### src/design/ordered_list_engine_defines.svh
// ----------------------------------------------------------------------------
// Ordered list engine assertion macros
// Concurrent assertion wrappers; they expand to nothing for synthesis.
// ----------------------------------------------------------------------------
`ifndef ORDERED_LIST_ENGINE_DEFINES_SVH
`define ORDERED_LIST_ENGINE_DEFINES_SVH

`ifndef SYNTHESIS
// Checked while out of reset
`define OLE_ASSERT(lbl, clk, rst, prop) \
  lbl: assert property (@(posedge clk) disable iff (rst) prop) \
  else $error("ordered list engine assertion failed");
// Checked on every edge, reset included
`define OLE_ASSERT_NR(lbl, clk, prop) \
  lbl: assert property (@(posedge clk) prop) \
  else $error("ordered list engine assertion failed");
`else
`define OLE_ASSERT(lbl, clk, rst, prop)
`define OLE_ASSERT_NR(lbl, clk, prop)
`endif

`endif

### src/design/ole_pkg.sv
`timescale 1ns / 1ps
// ----------------------------------------------------------------------------
// ole_pkg
// Shared constants, codes and controller/datapath interface types.
// ----------------------------------------------------------------------------
package ole_pkg;

  localparam int CAPACITY = 16;
  localparam int IDX_W    = $clog2(CAPACITY);
  localparam int CNT_W    = $clog2(CAPACITY + 1);
  localparam int POS_W    = 5;
  localparam int FPOS_W   = 5;
  localparam int ENTRY_W  = 5;
  localparam int DATA_W   = 32;
  localparam int CMP_W    = (CNT_W > POS_W) ? CNT_W : POS_W;

  typedef enum logic [2:0] {
    OP_PUSH_FRONT = 3'd0,
    OP_PUSH_BACK  = 3'd1,
    OP_INSERT_AT  = 3'd2,
    OP_POP_FRONT  = 3'd3,
    OP_POP_BACK   = 3'd4,
    OP_REMOVE_AT  = 3'd5,
    OP_REMOVE_VAL = 3'd6,
    OP_FIND       = 3'd7
  } op_t;

  typedef enum logic [2:0] {
    ST_OK       = 3'd0,
    ST_BADPOS   = 3'd1,
    ST_EMPTY    = 3'd2,
    ST_FULL     = 3'd3,
    ST_NOTFOUND = 3'd4
  } status_t;

  typedef enum logic [3:0] {
    S_IDLE,
    S_DECODE,
    S_SHIFT_UP,
    S_UP_WR,
    S_PUT,
    S_SHIFT_DN,
    S_DN_WR,
    S_SRCH_RD,
    S_SRCH_CMP,
    S_FINISH
  } state_t;

  // index register update
  typedef enum logic [2:0] {
    IDX_HOLD,
    IDX_INS,
    IDX_REM,
    IDX_ZERO,
    IDX_INC,
    IDX_DEC
  } idx_op_t;

  // memory read address select
  typedef enum logic [1:0] {
    RD_IDX,
    RD_PREV,
    RD_NEXT
  } rd_sel_t;

  typedef struct packed {
    logic    accept;
    idx_op_t idx_op;
    rd_sel_t rd_sel;
    logic    wr_shift;
    logic    wr_put;
    logic    cnt_inc;
    logic    cnt_dec;
    logic    mark_found;
    logic    res_ld;
    status_t res_status;
    logic    out_ld;
  } cmd_t;

  typedef struct packed {
    op_t  op;
    logic full;
    logic empty;
    logic ins_ok;
    logic rem_ok;
    logic up_done;
    logic dn_done;
    logic match;
    logic last;
    logic out_free;
  } sts_t;

endpackage

### src/design/ole_dp.sv
`timescale 1ns / 1ps
// ----------------------------------------------------------------------------
// ole_dp
// Datapath: item registers, entry memory, count, index and result registers.
// ----------------------------------------------------------------------------
`include "ordered_list_engine_defines.svh"

module ole_dp (
  input  logic                clk,
  input  logic                rst,
  input  logic [2:0]          op,
  input  logic signed [31:0]  value,
  input  logic [4:0]          position,
  input  ole_pkg::cmd_t       cmd,
  output ole_pkg::sts_t       sts,
  input  logic                out_stall,
  output logic                out_valid,
  output logic [2:0]          status,
  output logic signed [4:0]   found_position,
  output logic [4:0]          entry_count
);

  localparam int CW = ole_pkg::CNT_W;
  localparam int IW = ole_pkg::IDX_W;
  localparam int PW = ole_pkg::CMP_W;
  localparam int FW = ole_pkg::FPOS_W;
  localparam int EW = ole_pkg::ENTRY_W;
  localparam int DW = ole_pkg::DATA_W;

  ole_pkg::op_t     op_r;
  logic [DW-1:0]    val_r;
  logic [4:0]       pos_r;
  logic [CW-1:0]    count;
  logic [IW-1:0]    idx;
  logic [IW-1:0]    at_r;
  logic [FW-1:0]    found_r;
  ole_pkg::status_t res_r;

  logic [DW-1:0]    mem [ole_pkg::CAPACITY];
  logic [DW-1:0]    rdata;
  logic [IW-1:0]    raddr;

  logic [PW-1:0]    at_ins;
  logic [PW-1:0]    at_rem;
  logic [CW-1:0]    idx_p1;
  logic             full;
  logic             empty;

  // target position per command
  always_comb begin
    case (op_r)
      ole_pkg::OP_PUSH_FRONT: at_ins = '0;
      ole_pkg::OP_PUSH_BACK:  at_ins = PW'(count);
      default:                at_ins = PW'(pos_r);
    endcase
    case (op_r)
      ole_pkg::OP_POP_FRONT: at_rem = '0;
      ole_pkg::OP_POP_BACK:  at_rem = PW'(count) - PW'(1);
      default:               at_rem = PW'(pos_r);
    endcase
  end

  assign idx_p1 = CW'(idx) + CW'(1);
  assign full   = (count == CW'(ole_pkg::CAPACITY));
  assign empty  = (count == '0);

  // status to controller
  always_comb begin
    sts.op       = op_r;
    sts.full     = full;
    sts.empty    = empty;
    sts.ins_ok   = (at_ins <= PW'(count));
    sts.rem_ok   = (at_rem < PW'(count));
    sts.up_done  = (idx == at_r);
    sts.dn_done  = (idx_p1 >= count);
    sts.match    = (rdata == val_r);
    sts.last     = (idx_p1 == count);
    sts.out_free = !out_valid || !out_stall;
  end

  // item capture
  always_ff @(posedge clk) begin
    if (cmd.accept) begin
      op_r  <= ole_pkg::op_t'(op);
      val_r <= value;
      pos_r <= position;
    end
  end

  // walking index and shift target
  always_ff @(posedge clk) begin
    case (cmd.idx_op)
      ole_pkg::IDX_INS: begin
        idx  <= IW'(count);
        at_r <= IW'(at_ins);
      end
      ole_pkg::IDX_REM:  idx <= IW'(at_rem);
      ole_pkg::IDX_ZERO: idx <= '0;
      ole_pkg::IDX_INC:  idx <= idx + IW'(1);
      ole_pkg::IDX_DEC:  idx <= idx - IW'(1);
      default: ;
    endcase
  end

  // entry memory, one write and one registered read per cycle
  always_comb begin
    case (cmd.rd_sel)
      ole_pkg::RD_PREV: raddr = idx - IW'(1);
      ole_pkg::RD_NEXT: raddr = idx + IW'(1);
      default:          raddr = idx;
    endcase
  end

  always_ff @(posedge clk) begin
    if (cmd.wr_shift || cmd.wr_put) begin
      mem[idx] <= cmd.wr_put ? val_r : rdata;
    end
    rdata <= mem[raddr];
  end

  // entry count
  always_ff @(posedge clk) begin
    if (rst) begin
      count <= '0;
    end else if (cmd.cnt_inc) begin
      count <= count + CW'(1);
    end else if (cmd.cnt_dec) begin
      count <= count - CW'(1);
    end
  end

  // result fields
  always_ff @(posedge clk) begin
    if (cmd.accept) begin
      found_r <= '1;
    end else if (cmd.mark_found) begin
      found_r <= FW'(idx);
    end
    if (cmd.res_ld) begin
      res_r <= cmd.res_status;
    end
  end

  // output register
  always_ff @(posedge clk) begin
    if (rst) begin
      out_valid <= 1'b0;
    end else if (cmd.out_ld) begin
      out_valid <= 1'b1;
    end else if (!out_stall) begin
      out_valid <= 1'b0;
    end
  end

  always_ff @(posedge clk) begin
    if (cmd.out_ld) begin
      status         <= res_r;
      found_position <= found_r;
      entry_count    <= EW'(count);
    end
  end

  `OLE_ASSERT(a_no_inc_full, clk, rst, cmd.cnt_inc |-> !full)
  `OLE_ASSERT(a_no_dec_empty, clk, rst, cmd.cnt_dec |-> !empty)
  `OLE_ASSERT(a_no_overwrite, clk, rst, cmd.out_ld |-> (!out_valid || !out_stall))
  `OLE_ASSERT(a_count_step, clk, rst, cmd.cnt_inc |=> (count == $past(count) + CW'(1)))
  `OLE_ASSERT_NR(a_reset_quiet, clk, rst |=> !out_valid)

endmodule

### src/design/ole_ctrl.sv
`timescale 1ns / 1ps
// ----------------------------------------------------------------------------
// ole_ctrl
// Command sequencer: decodes the item, walks searches and shifts.
// ----------------------------------------------------------------------------
module ole_ctrl (
  input  logic          clk,
  input  logic          rst,
  input  logic          in_valid,
  output logic          in_stall,
  input  ole_pkg::sts_t sts,
  output ole_pkg::cmd_t cmd
);

  ole_pkg::state_t state;
  ole_pkg::state_t state_next;

  // state register
  always_ff @(posedge clk) begin
    if (rst) begin
      state <= ole_pkg::S_IDLE;
    end else begin
      state <= state_next;
    end
  end

  // next state
  always_comb begin
    state_next = state;
    unique case (state)
      ole_pkg::S_IDLE: begin
        if (in_valid) state_next = ole_pkg::S_DECODE;
      end
      ole_pkg::S_DECODE: begin
        unique case (sts.op) inside
          ole_pkg::OP_PUSH_FRONT, ole_pkg::OP_PUSH_BACK, ole_pkg::OP_INSERT_AT: begin
            if (sts.full || !sts.ins_ok) state_next = ole_pkg::S_FINISH;
            else                         state_next = ole_pkg::S_SHIFT_UP;
          end
          ole_pkg::OP_POP_FRONT, ole_pkg::OP_POP_BACK, ole_pkg::OP_REMOVE_AT: begin
            if (sts.empty || !sts.rem_ok) state_next = ole_pkg::S_FINISH;
            else                          state_next = ole_pkg::S_SHIFT_DN;
          end
          default: begin
            if (sts.empty) state_next = ole_pkg::S_FINISH;
            else           state_next = ole_pkg::S_SRCH_RD;
          end
        endcase
      end
      ole_pkg::S_SHIFT_UP: begin
        state_next = sts.up_done ? ole_pkg::S_PUT : ole_pkg::S_UP_WR;
      end
      ole_pkg::S_UP_WR:    state_next = ole_pkg::S_SHIFT_UP;
      ole_pkg::S_PUT:      state_next = ole_pkg::S_FINISH;
      ole_pkg::S_SHIFT_DN: begin
        state_next = sts.dn_done ? ole_pkg::S_FINISH : ole_pkg::S_DN_WR;
      end
      ole_pkg::S_DN_WR:    state_next = ole_pkg::S_SHIFT_DN;
      ole_pkg::S_SRCH_RD:  state_next = ole_pkg::S_SRCH_CMP;
      ole_pkg::S_SRCH_CMP: begin
        if (sts.match) begin
          state_next = (sts.op == ole_pkg::OP_REMOVE_VAL) ? ole_pkg::S_SHIFT_DN
                                                          : ole_pkg::S_FINISH;
        end else if (sts.last) begin
          state_next = ole_pkg::S_FINISH;
        end else begin
          state_next = ole_pkg::S_SRCH_RD;
        end
      end
      ole_pkg::S_FINISH: begin
        if (sts.out_free) state_next = ole_pkg::S_IDLE;
      end
      default: state_next = ole_pkg::S_IDLE;
    endcase
  end

  // commands
  always_comb begin
    cmd            = '0;
    cmd.idx_op     = ole_pkg::IDX_HOLD;
    cmd.rd_sel     = ole_pkg::RD_IDX;
    cmd.res_status = ole_pkg::ST_OK;
    in_stall       = 1'b1;
    unique case (state)
      ole_pkg::S_IDLE: begin
        // nothing is taken while reset is held
        in_stall   = rst;
        cmd.accept = in_valid && !rst;
      end
      ole_pkg::S_DECODE: begin
        cmd.res_ld = 1'b1;
        unique case (sts.op) inside
          ole_pkg::OP_PUSH_FRONT, ole_pkg::OP_PUSH_BACK, ole_pkg::OP_INSERT_AT: begin
            cmd.idx_op = ole_pkg::IDX_INS;
            if (sts.full)         cmd.res_status = ole_pkg::ST_FULL;
            else if (!sts.ins_ok) cmd.res_status = ole_pkg::ST_BADPOS;
          end
          ole_pkg::OP_POP_FRONT, ole_pkg::OP_POP_BACK, ole_pkg::OP_REMOVE_AT: begin
            cmd.idx_op = ole_pkg::IDX_REM;
            if (sts.empty)        cmd.res_status = ole_pkg::ST_EMPTY;
            else if (!sts.rem_ok) cmd.res_status = ole_pkg::ST_BADPOS;
          end
          ole_pkg::OP_REMOVE_VAL: begin
            cmd.idx_op = ole_pkg::IDX_ZERO;
            if (sts.empty) cmd.res_status = ole_pkg::ST_EMPTY;
          end
          default: begin
            cmd.idx_op = ole_pkg::IDX_ZERO;
            if (sts.empty) cmd.res_status = ole_pkg::ST_NOTFOUND;
          end
        endcase
      end
      ole_pkg::S_SHIFT_UP: cmd.rd_sel = ole_pkg::RD_PREV;
      ole_pkg::S_UP_WR: begin
        cmd.wr_shift = 1'b1;
        cmd.idx_op   = ole_pkg::IDX_DEC;
      end
      ole_pkg::S_PUT: begin
        cmd.wr_put  = 1'b1;
        cmd.cnt_inc = 1'b1;
      end
      ole_pkg::S_SHIFT_DN: begin
        cmd.rd_sel  = ole_pkg::RD_NEXT;
        cmd.cnt_dec = sts.dn_done;
      end
      ole_pkg::S_DN_WR: begin
        cmd.wr_shift = 1'b1;
        cmd.idx_op   = ole_pkg::IDX_INC;
      end
      ole_pkg::S_SRCH_RD: cmd.rd_sel = ole_pkg::RD_IDX;
      ole_pkg::S_SRCH_CMP: begin
        if (sts.match) begin
          cmd.mark_found = 1'b1;
        end else if (sts.last) begin
          cmd.res_ld     = 1'b1;
          cmd.res_status = ole_pkg::ST_NOTFOUND;
        end else begin
          cmd.idx_op = ole_pkg::IDX_INC;
        end
      end
      ole_pkg::S_FINISH: cmd.out_ld = sts.out_free;
      default: ;
    endcase
  end

endmodule

### src/design/ordered_list_engine.sv
`timescale 1ns / 1ps
// ----------------------------------------------------------------------------
// ordered_list_engine
// Bounded ordered list of signed 32-bit values with insert/remove/find.
// ----------------------------------------------------------------------------
// Usage:
//   Input channel (in_valid/in_stall) carries op, value and position. An item
//   is taken when in_valid is high and in_stall low; one command is in work
//   at a time and in_stall stays high until its result is registered.
//   Output channel (out_valid/out_stall) returns status, found_position and
//   entry_count, exactly one result item per command.
//   Steps: the idle step takes the item, decode follows, each entry moved by
//   an insert or removal costs a memory read, then a write, and each entry
//   compared by a search costs a read, then a compare; an insert adds a last
//   check and the value write, a removal a last check, and a final step
//   registers the result. The worst case is remove value on a full list;
//   rejected commands go from decode straight to the final step.
//   A new item is taken the cycle after the result is registered, even while
//   that result still waits in the output register.
//   Reset (rst, synchronous) empties the list, drops any pending result and
//   holds in_stall high. While out_stall holds a pending result, a finished
//   command waits in its final step and the next item is not taken.
// ----------------------------------------------------------------------------
module ordered_list_engine (
  input  logic               clk,
  input  logic               rst,
  input  logic               in_valid,
  output logic               in_stall,
  input  logic [2:0]         op,
  input  logic signed [31:0] value,
  input  logic [4:0]         position,
  output logic               out_valid,
  input  logic               out_stall,
  output logic [2:0]         status,
  output logic signed [4:0]  found_position,
  output logic [4:0]         entry_count
);

  ole_pkg::cmd_t cmd;
  ole_pkg::sts_t sts;

  // sequencer
  ole_ctrl u_ctrl (
    .clk      (clk),
    .rst      (rst),
    .in_valid (in_valid),
    .in_stall (in_stall),
    .sts      (sts),
    .cmd      (cmd)
  );

  // storage and result path
  ole_dp u_dp (
    .clk            (clk),
    .rst            (rst),
    .op             (op),
    .value          (value),
    .position       (position),
    .cmd            (cmd),
    .sts            (sts),
    .out_stall      (out_stall),
    .out_valid      (out_valid),
    .status         (status),
    .found_position (found_position),
    .entry_count    (entry_count)
  );

endmodule

### config.mk
export PLATFORM = sky130hd
export DESIGN_NAME = ordered_list_engine
export DESIGN_NICKNAME = d
export VERILOG_FILES = /design/src/design/ole_pkg.sv /design/src/design/ole_dp.sv /design/src/design/ole_ctrl.sv /design/src/design/ordered_list_engine.sv
export VERILOG_INCLUDE_DIRS = /design/src /design/src/design
export SDC_FILE = /design/constraint.sdc
export NUM_CORES = 1
export LEC_CHECK = 0
export BUFFER_PORTS_ARGS = -buffer_cell sky130_fd_sc_hd__buf_2
export CAP_MARGIN = 15
export CORE_AREA = 2 2 270 272
export DETAILED_ROUTE_END_ITERATION = 10
export DIE_AREA = 0 0 272 274
export HOLD_SLACK_MARGIN = 0.1
export SKIP_CTS_REPAIR_TIMING = 1
export SLEW_MARGIN = 20
export SYNTH_ARGS = -nofsm -noshare
export SYNTH_HDL_FRONTEND = slang
export SYNTH_SLANG_ARGS = --single-unit
### constraint.sdc
create_clock -name clk -period 9.4 [get_ports clk]
set_clock_uncertainty 0.2 [all_clocks]
set_input_delay 2.82 -clock clk [delete_from_list [all_inputs] [get_ports clk]]
set_output_delay 2.82 -clock clk [all_outputs]
set_load 0.03 [all_outputs]
==> results.rst <==
.. list-table::
   :header-rows: 1

   * - Metric
     - Value
   * - Outcome
     - completed
   * - Max-capacitance violation count
     - 0
   * - Overall routing resource usage
     - 15.3%
   * - DIE AREA
     - between 70000 and 80000 um2
   * - Internal power of the cells
     - 0.00624 W
   * - Startpoint of the worst-slack reg-to-reg timing path
     - u_ctrl.state[0]$_SDFFE_PP0P_
   * - Crit Path Class
     - input pin to output port
   * - Net count after synthesis
     - 1340
   * - RD Place Congestion
     - roughly 0.83
   * - Clock period minus final worst setup slack
     - 6690 ps
   * - Post-DRT Antenna Nets
     - 0
   * - Synth top area cells
     - edfxtp_1, mux4_2, mux2i_1
   * - Remaining DRCs
     - 0
   * - Layout area overhead
     - 14.0%
   * - Number of clock sinks
     - a little over 600
   * - Switching power
     - between 0.002 and 0.003 W
   * - Count of final setup violators
     - 0
   * - Fill count
     - 6436
   * - Post-detailed-routing wire length
     - 56.6 mm
   * - Antenna violations before repair
     - 1
   * - Setup repair after global routing missed its margin
     - no
   * - Synthesis warning total
     - 0
   * - Number of instances in the synthesized netlist
     - 1272
   * - Buffers on Ports
     - 58
   * - CTS clk-pin slew, worst paths
     - 60 ps
   * - 1st-pass router iterations
     - 5
   * - Max clock buf depth
     - 3
   * - Final number of hold-violating endpoints
     - 0
   * - Logic gate share of total power
     - 32.1%
   * - Capture endpoint of the worst hold path
     - u_dp.status[0]$_DFFE_PP_
   * - Initial core utilization
     - 34.6%
   * - Slew at the pin closest to its max-slew limit
     - 978 ps
   * - Setup total negative slack
     - 0 ps
   * - Number of enable flip-flop cells after synthesis
     - 576
   * - Pwr per Cell Area
     - 322 nW/um2
   * - Switching power share of the total
     - 31.7%
   * - Fraction of final layout cells with drive strength greater than 1
     - 25.2%
   * - Register-to-register path setup slack
     - ~4700 ps
   * - Total of flip-flops plus latches after synthesis
     - between 600 and 700
   * - Largest net degree at the start of global routing
     - 114
   * - Share of flip-flops with an asynchronous set or reset
     - 0%
   * - Vert. Die Dim
     - 274 um
   * - Via count of the first global-routing pass
     - around 13000
   * - Post-detailed-route via-to-cell ratio
     - roughly 5.2
   * - Overall die width
     - roughly 270 um
   * - Wire per inst
     - 24.0 um
   * - Nets
     - 1422
   * - Clock share of power
     - 25.8%
   * - Hold path start
     - u_dp.res_r[0]$_DFFE_PP_
   * - Final Slew Violations
     - 0
   * - CTS tree
     - built
   * - Sequential group share of total power
     - 42.1%
   * - CORE AREA
     - 72000 um2
   * - Hpwl dp
     - 28.6 mm
   * - Type of the worst min-delay path
     - register to register
   * - Number of buffers created by CTS
     - 61
   * - Deepest level of the CTS H-tree
     - 2
   * - CTS root buffer
     - clkbuf_16
   * - Area taken by flip-flops and latches
     - 18200 um2
   * - Worst EP required
     - between 6000 and 7000 ps
   * - First-pass GRT wire length
     - 83.5 mm
   * - Capture point of the worst reg-to-reg path
     - u_dp.rdata[4]$_DFF_P_
   * - Number of standard-cell rows in the floorplan
     - a little under 100
   * - Multi-input gate area in the final layout
     - 6460 um2
   * - Cell variety after synth
     - just under 60
   * - # IOs
     - between 50 and 60
   * - Area share of the largest cell type after synthesis
     - 69.5%
   * - Dominant synthesized flop cell
     - edfxtp_1
   * - Rel. slew slack
     - between 30% and 40%
   * - Number of violations reported at the end of detailed-routing iteration 0
     - roughly 1100
   * - Core occupancy in the finished layout
     - 39.4%
   * - Per-instance average area after synthesis
     - 19.6 um2
   * - Part of the Yosys area used for sequential elements
     - 73.3%
   * - Cell taking the most area after synthesis
     - edfxtp_1
   * - Crit-path max FO
     - 13
   * - Critical path endpoint category
     - output port
   * - Hold Path Stages
     - 0
   * - Worst endpoint data arrival time
     - 3670 ps
   * - Length in cells of the worst reg-to-reg path
     - 11
   * - Synth Cell Area
     - 24900 um2
   * - Vias post-DR
     - 12300
   * - Startpoint types
     - input pin
   * - Insertion delay of the later-clocked pin in the worst-skew pair
     - 650 ps
   * - Grt ovf
     - 0
   * - Max Clock Freq
     - 149 MHz
   * - Static leakage
     - 9.20 nW
   * - Peak VDD IR
     - 293 uV
   * - Period utilisation layout
     - 71.2%
   * - Number of diodes
     - 0
==> kinds of logic (layout without fill, tap and decap cells) <==
group                    count (synthesis)  after routing  share of synthesized area (%)
flip-flops                             623            623                           73.3
multiplexers                           261            261                           17.1
AND/OR/NAND/NOR                        145            145                           2.91
AO/OA/AOI/OAI                           92             92                           2.49
buffers and inverters                   82            215                           1.43
XOR/XNOR                                45             45                           1.58
adder cells (fa/ha/maj)                 24             24                           1.21
==> stage by stage <==
step / setup slack, ps / cell area (um2) / hold slack (ps) / cells / total power (W)
detailed placement: 2710 / 26400 / 207 / 2250 / 0.00691
floorplan: 3080 / 24900 / 200 / 1272 / 0.00608
CTS: 2700 / 28400 / 220 / 2364 / 0.00926
global placement: 2750 / 26400 / 212 / 2250 / 0.00682
finish: 2710 / 28400 / 220 / 2364 / 0.00914
global route: 2650 / 28400 / 235 / 2364 / 0.00960
==> worst max-delay path by stage <==
stage,startpoint,end,slack [ps],cells after the start
after floorplan,rst,in_stall,3080,2
after global placement,rst,in_stall,2750,4
after detailed placement,rst,in_stall,2710,4
after CTS,rst,in_stall,2700,4
after global routing,rst,in_stall,2650,4
final,rst,in_stall,2710,4
==> synthesized netlist by cell type, types with 3 or more instances <==
cell / number
o22ai_1: 3
and2_1: 3
nand2_1: 38
nand2b_1: 7
or3_1: 3
a22oi_1: 4
or2_2: 3
inv_1: 19
nand4_1: 6
nand3b_1: 4
o31ai_1: 5
nand3_1: 11
buf_2: 26
o31a_1: 3
nor2_1: 36
a211oi_1: 3
buf_1: 8
ha_1: 24
nor4_1: 10
a31oi_1: 5
mux2i_1: 101
xnor2_1: 11
mux2_2: 32
edfxtp_1: 576
o211ai_1: 4
clkbuf_1: 25
xor2_1: 34
a21oi_1: 19
a21o_1: 3
o21ai_0: 20
nor3_1: 12
dfxtp_1: 47
a221oi_1: 3
buf_4: 4
mux4_2: 128
==> layout make-up <==
class                   count  area share (%)
well taps                 959            4.23
clock buffers              86            5.86
multi-input cells         567            22.8
clock inverters            28           0.926
inverters                  19           0.251
repair buffers             82            1.72
flip-flops and latches    623            64.3
==> per-layer routing <==
| layer | global-route usage [%] | vias up | wire, um |
|---|---|---|---|
| li1 | - | 5338 | - |
| met2 | 25.0 | 329 | 27200 |
| met4 | 4.03 | 0 | 1020 |
| met5 | 0 | - | 0 |
| met3 | 2.28 | 61 | 2980 |
| met1 | 21.4 | 6522 | 25500 |
==> worst max-delay path, cell delays in order <==
cell and delay (ps):
buf_2 180, nor4_1 390, inv_1 90, buf_2 190
==> sequential cells by signal (all words and copies together), names as in the netlist <==
register             flops
u_dp.res_r               3
u_dp.pos_r               5
u_dp.entry_count         5
u_dp.op_r                3
u_dp.status              3
u_dp.found_position      5
u_dp.idx                 4
u_ctrl.state             4
u_dp.at_r                4
u_dp.count               5
u_dp.val_r              32
u_dp.rdata              32
u_dp.mem               512
u_dp.out_valid           1
u_dp.found_r             5
==> power groups by stage <==
stage | registers (W) | clock network [W] | logic, W
3_5_place_dp | 0.00391 | 0 | 0.00300
2_1_floorplan | 0.00382 | 0 | 0.00226
6_report | 0.00385 | 0.00235 | 0.00293
4_1_cts | 0.00385 | 0.00240 | 0.00301
3_3_place_gp | 0.00390 | 0 | 0.00292
5_1_grt | 0.00387 | 0.00250 | 0.00322
==> cells in the final DEF (no fill, tap or decap), types with 4 or more instances in the layout <==
| master | instances |
|---|---|
| mux4_2 | 128 |
| clkinv_2 | 11 |
| o31ai_1 | 5 |
| nand3_1 | 11 |
| clkbuf_1 | 22 |
| edfxtp_1 | 576 |
| clkbuf_16 | 62 |
| clkinv_1 | 9 |
| xnor2_1 | 11 |
| o21ai_0 | 19 |
| o211ai_1 | 4 |
| buf_2 | 58 |
| nand4_1 | 6 |
| a22oi_1 | 4 |
| nor2_4 | 12 |
| a21oi_1 | 16 |
| dfxtp_1 | 47 |
| buf_4 | 22 |
| nor3_2 | 4 |
| nand2_1 | 38 |
| nand2b_1 | 7 |
| a31oi_1 | 5 |
| xor2_1 | 34 |
| inv_1 | 18 |
| nand3b_1 | 4 |
| nor4_1 | 10 |
| nor3_1 | 8 |
| mux2_2 | 32 |
| mux2i_1 | 101 |
| ha_1 | 24 |
| nor2_1 | 24 |
(Power assumes the default switching activity.)
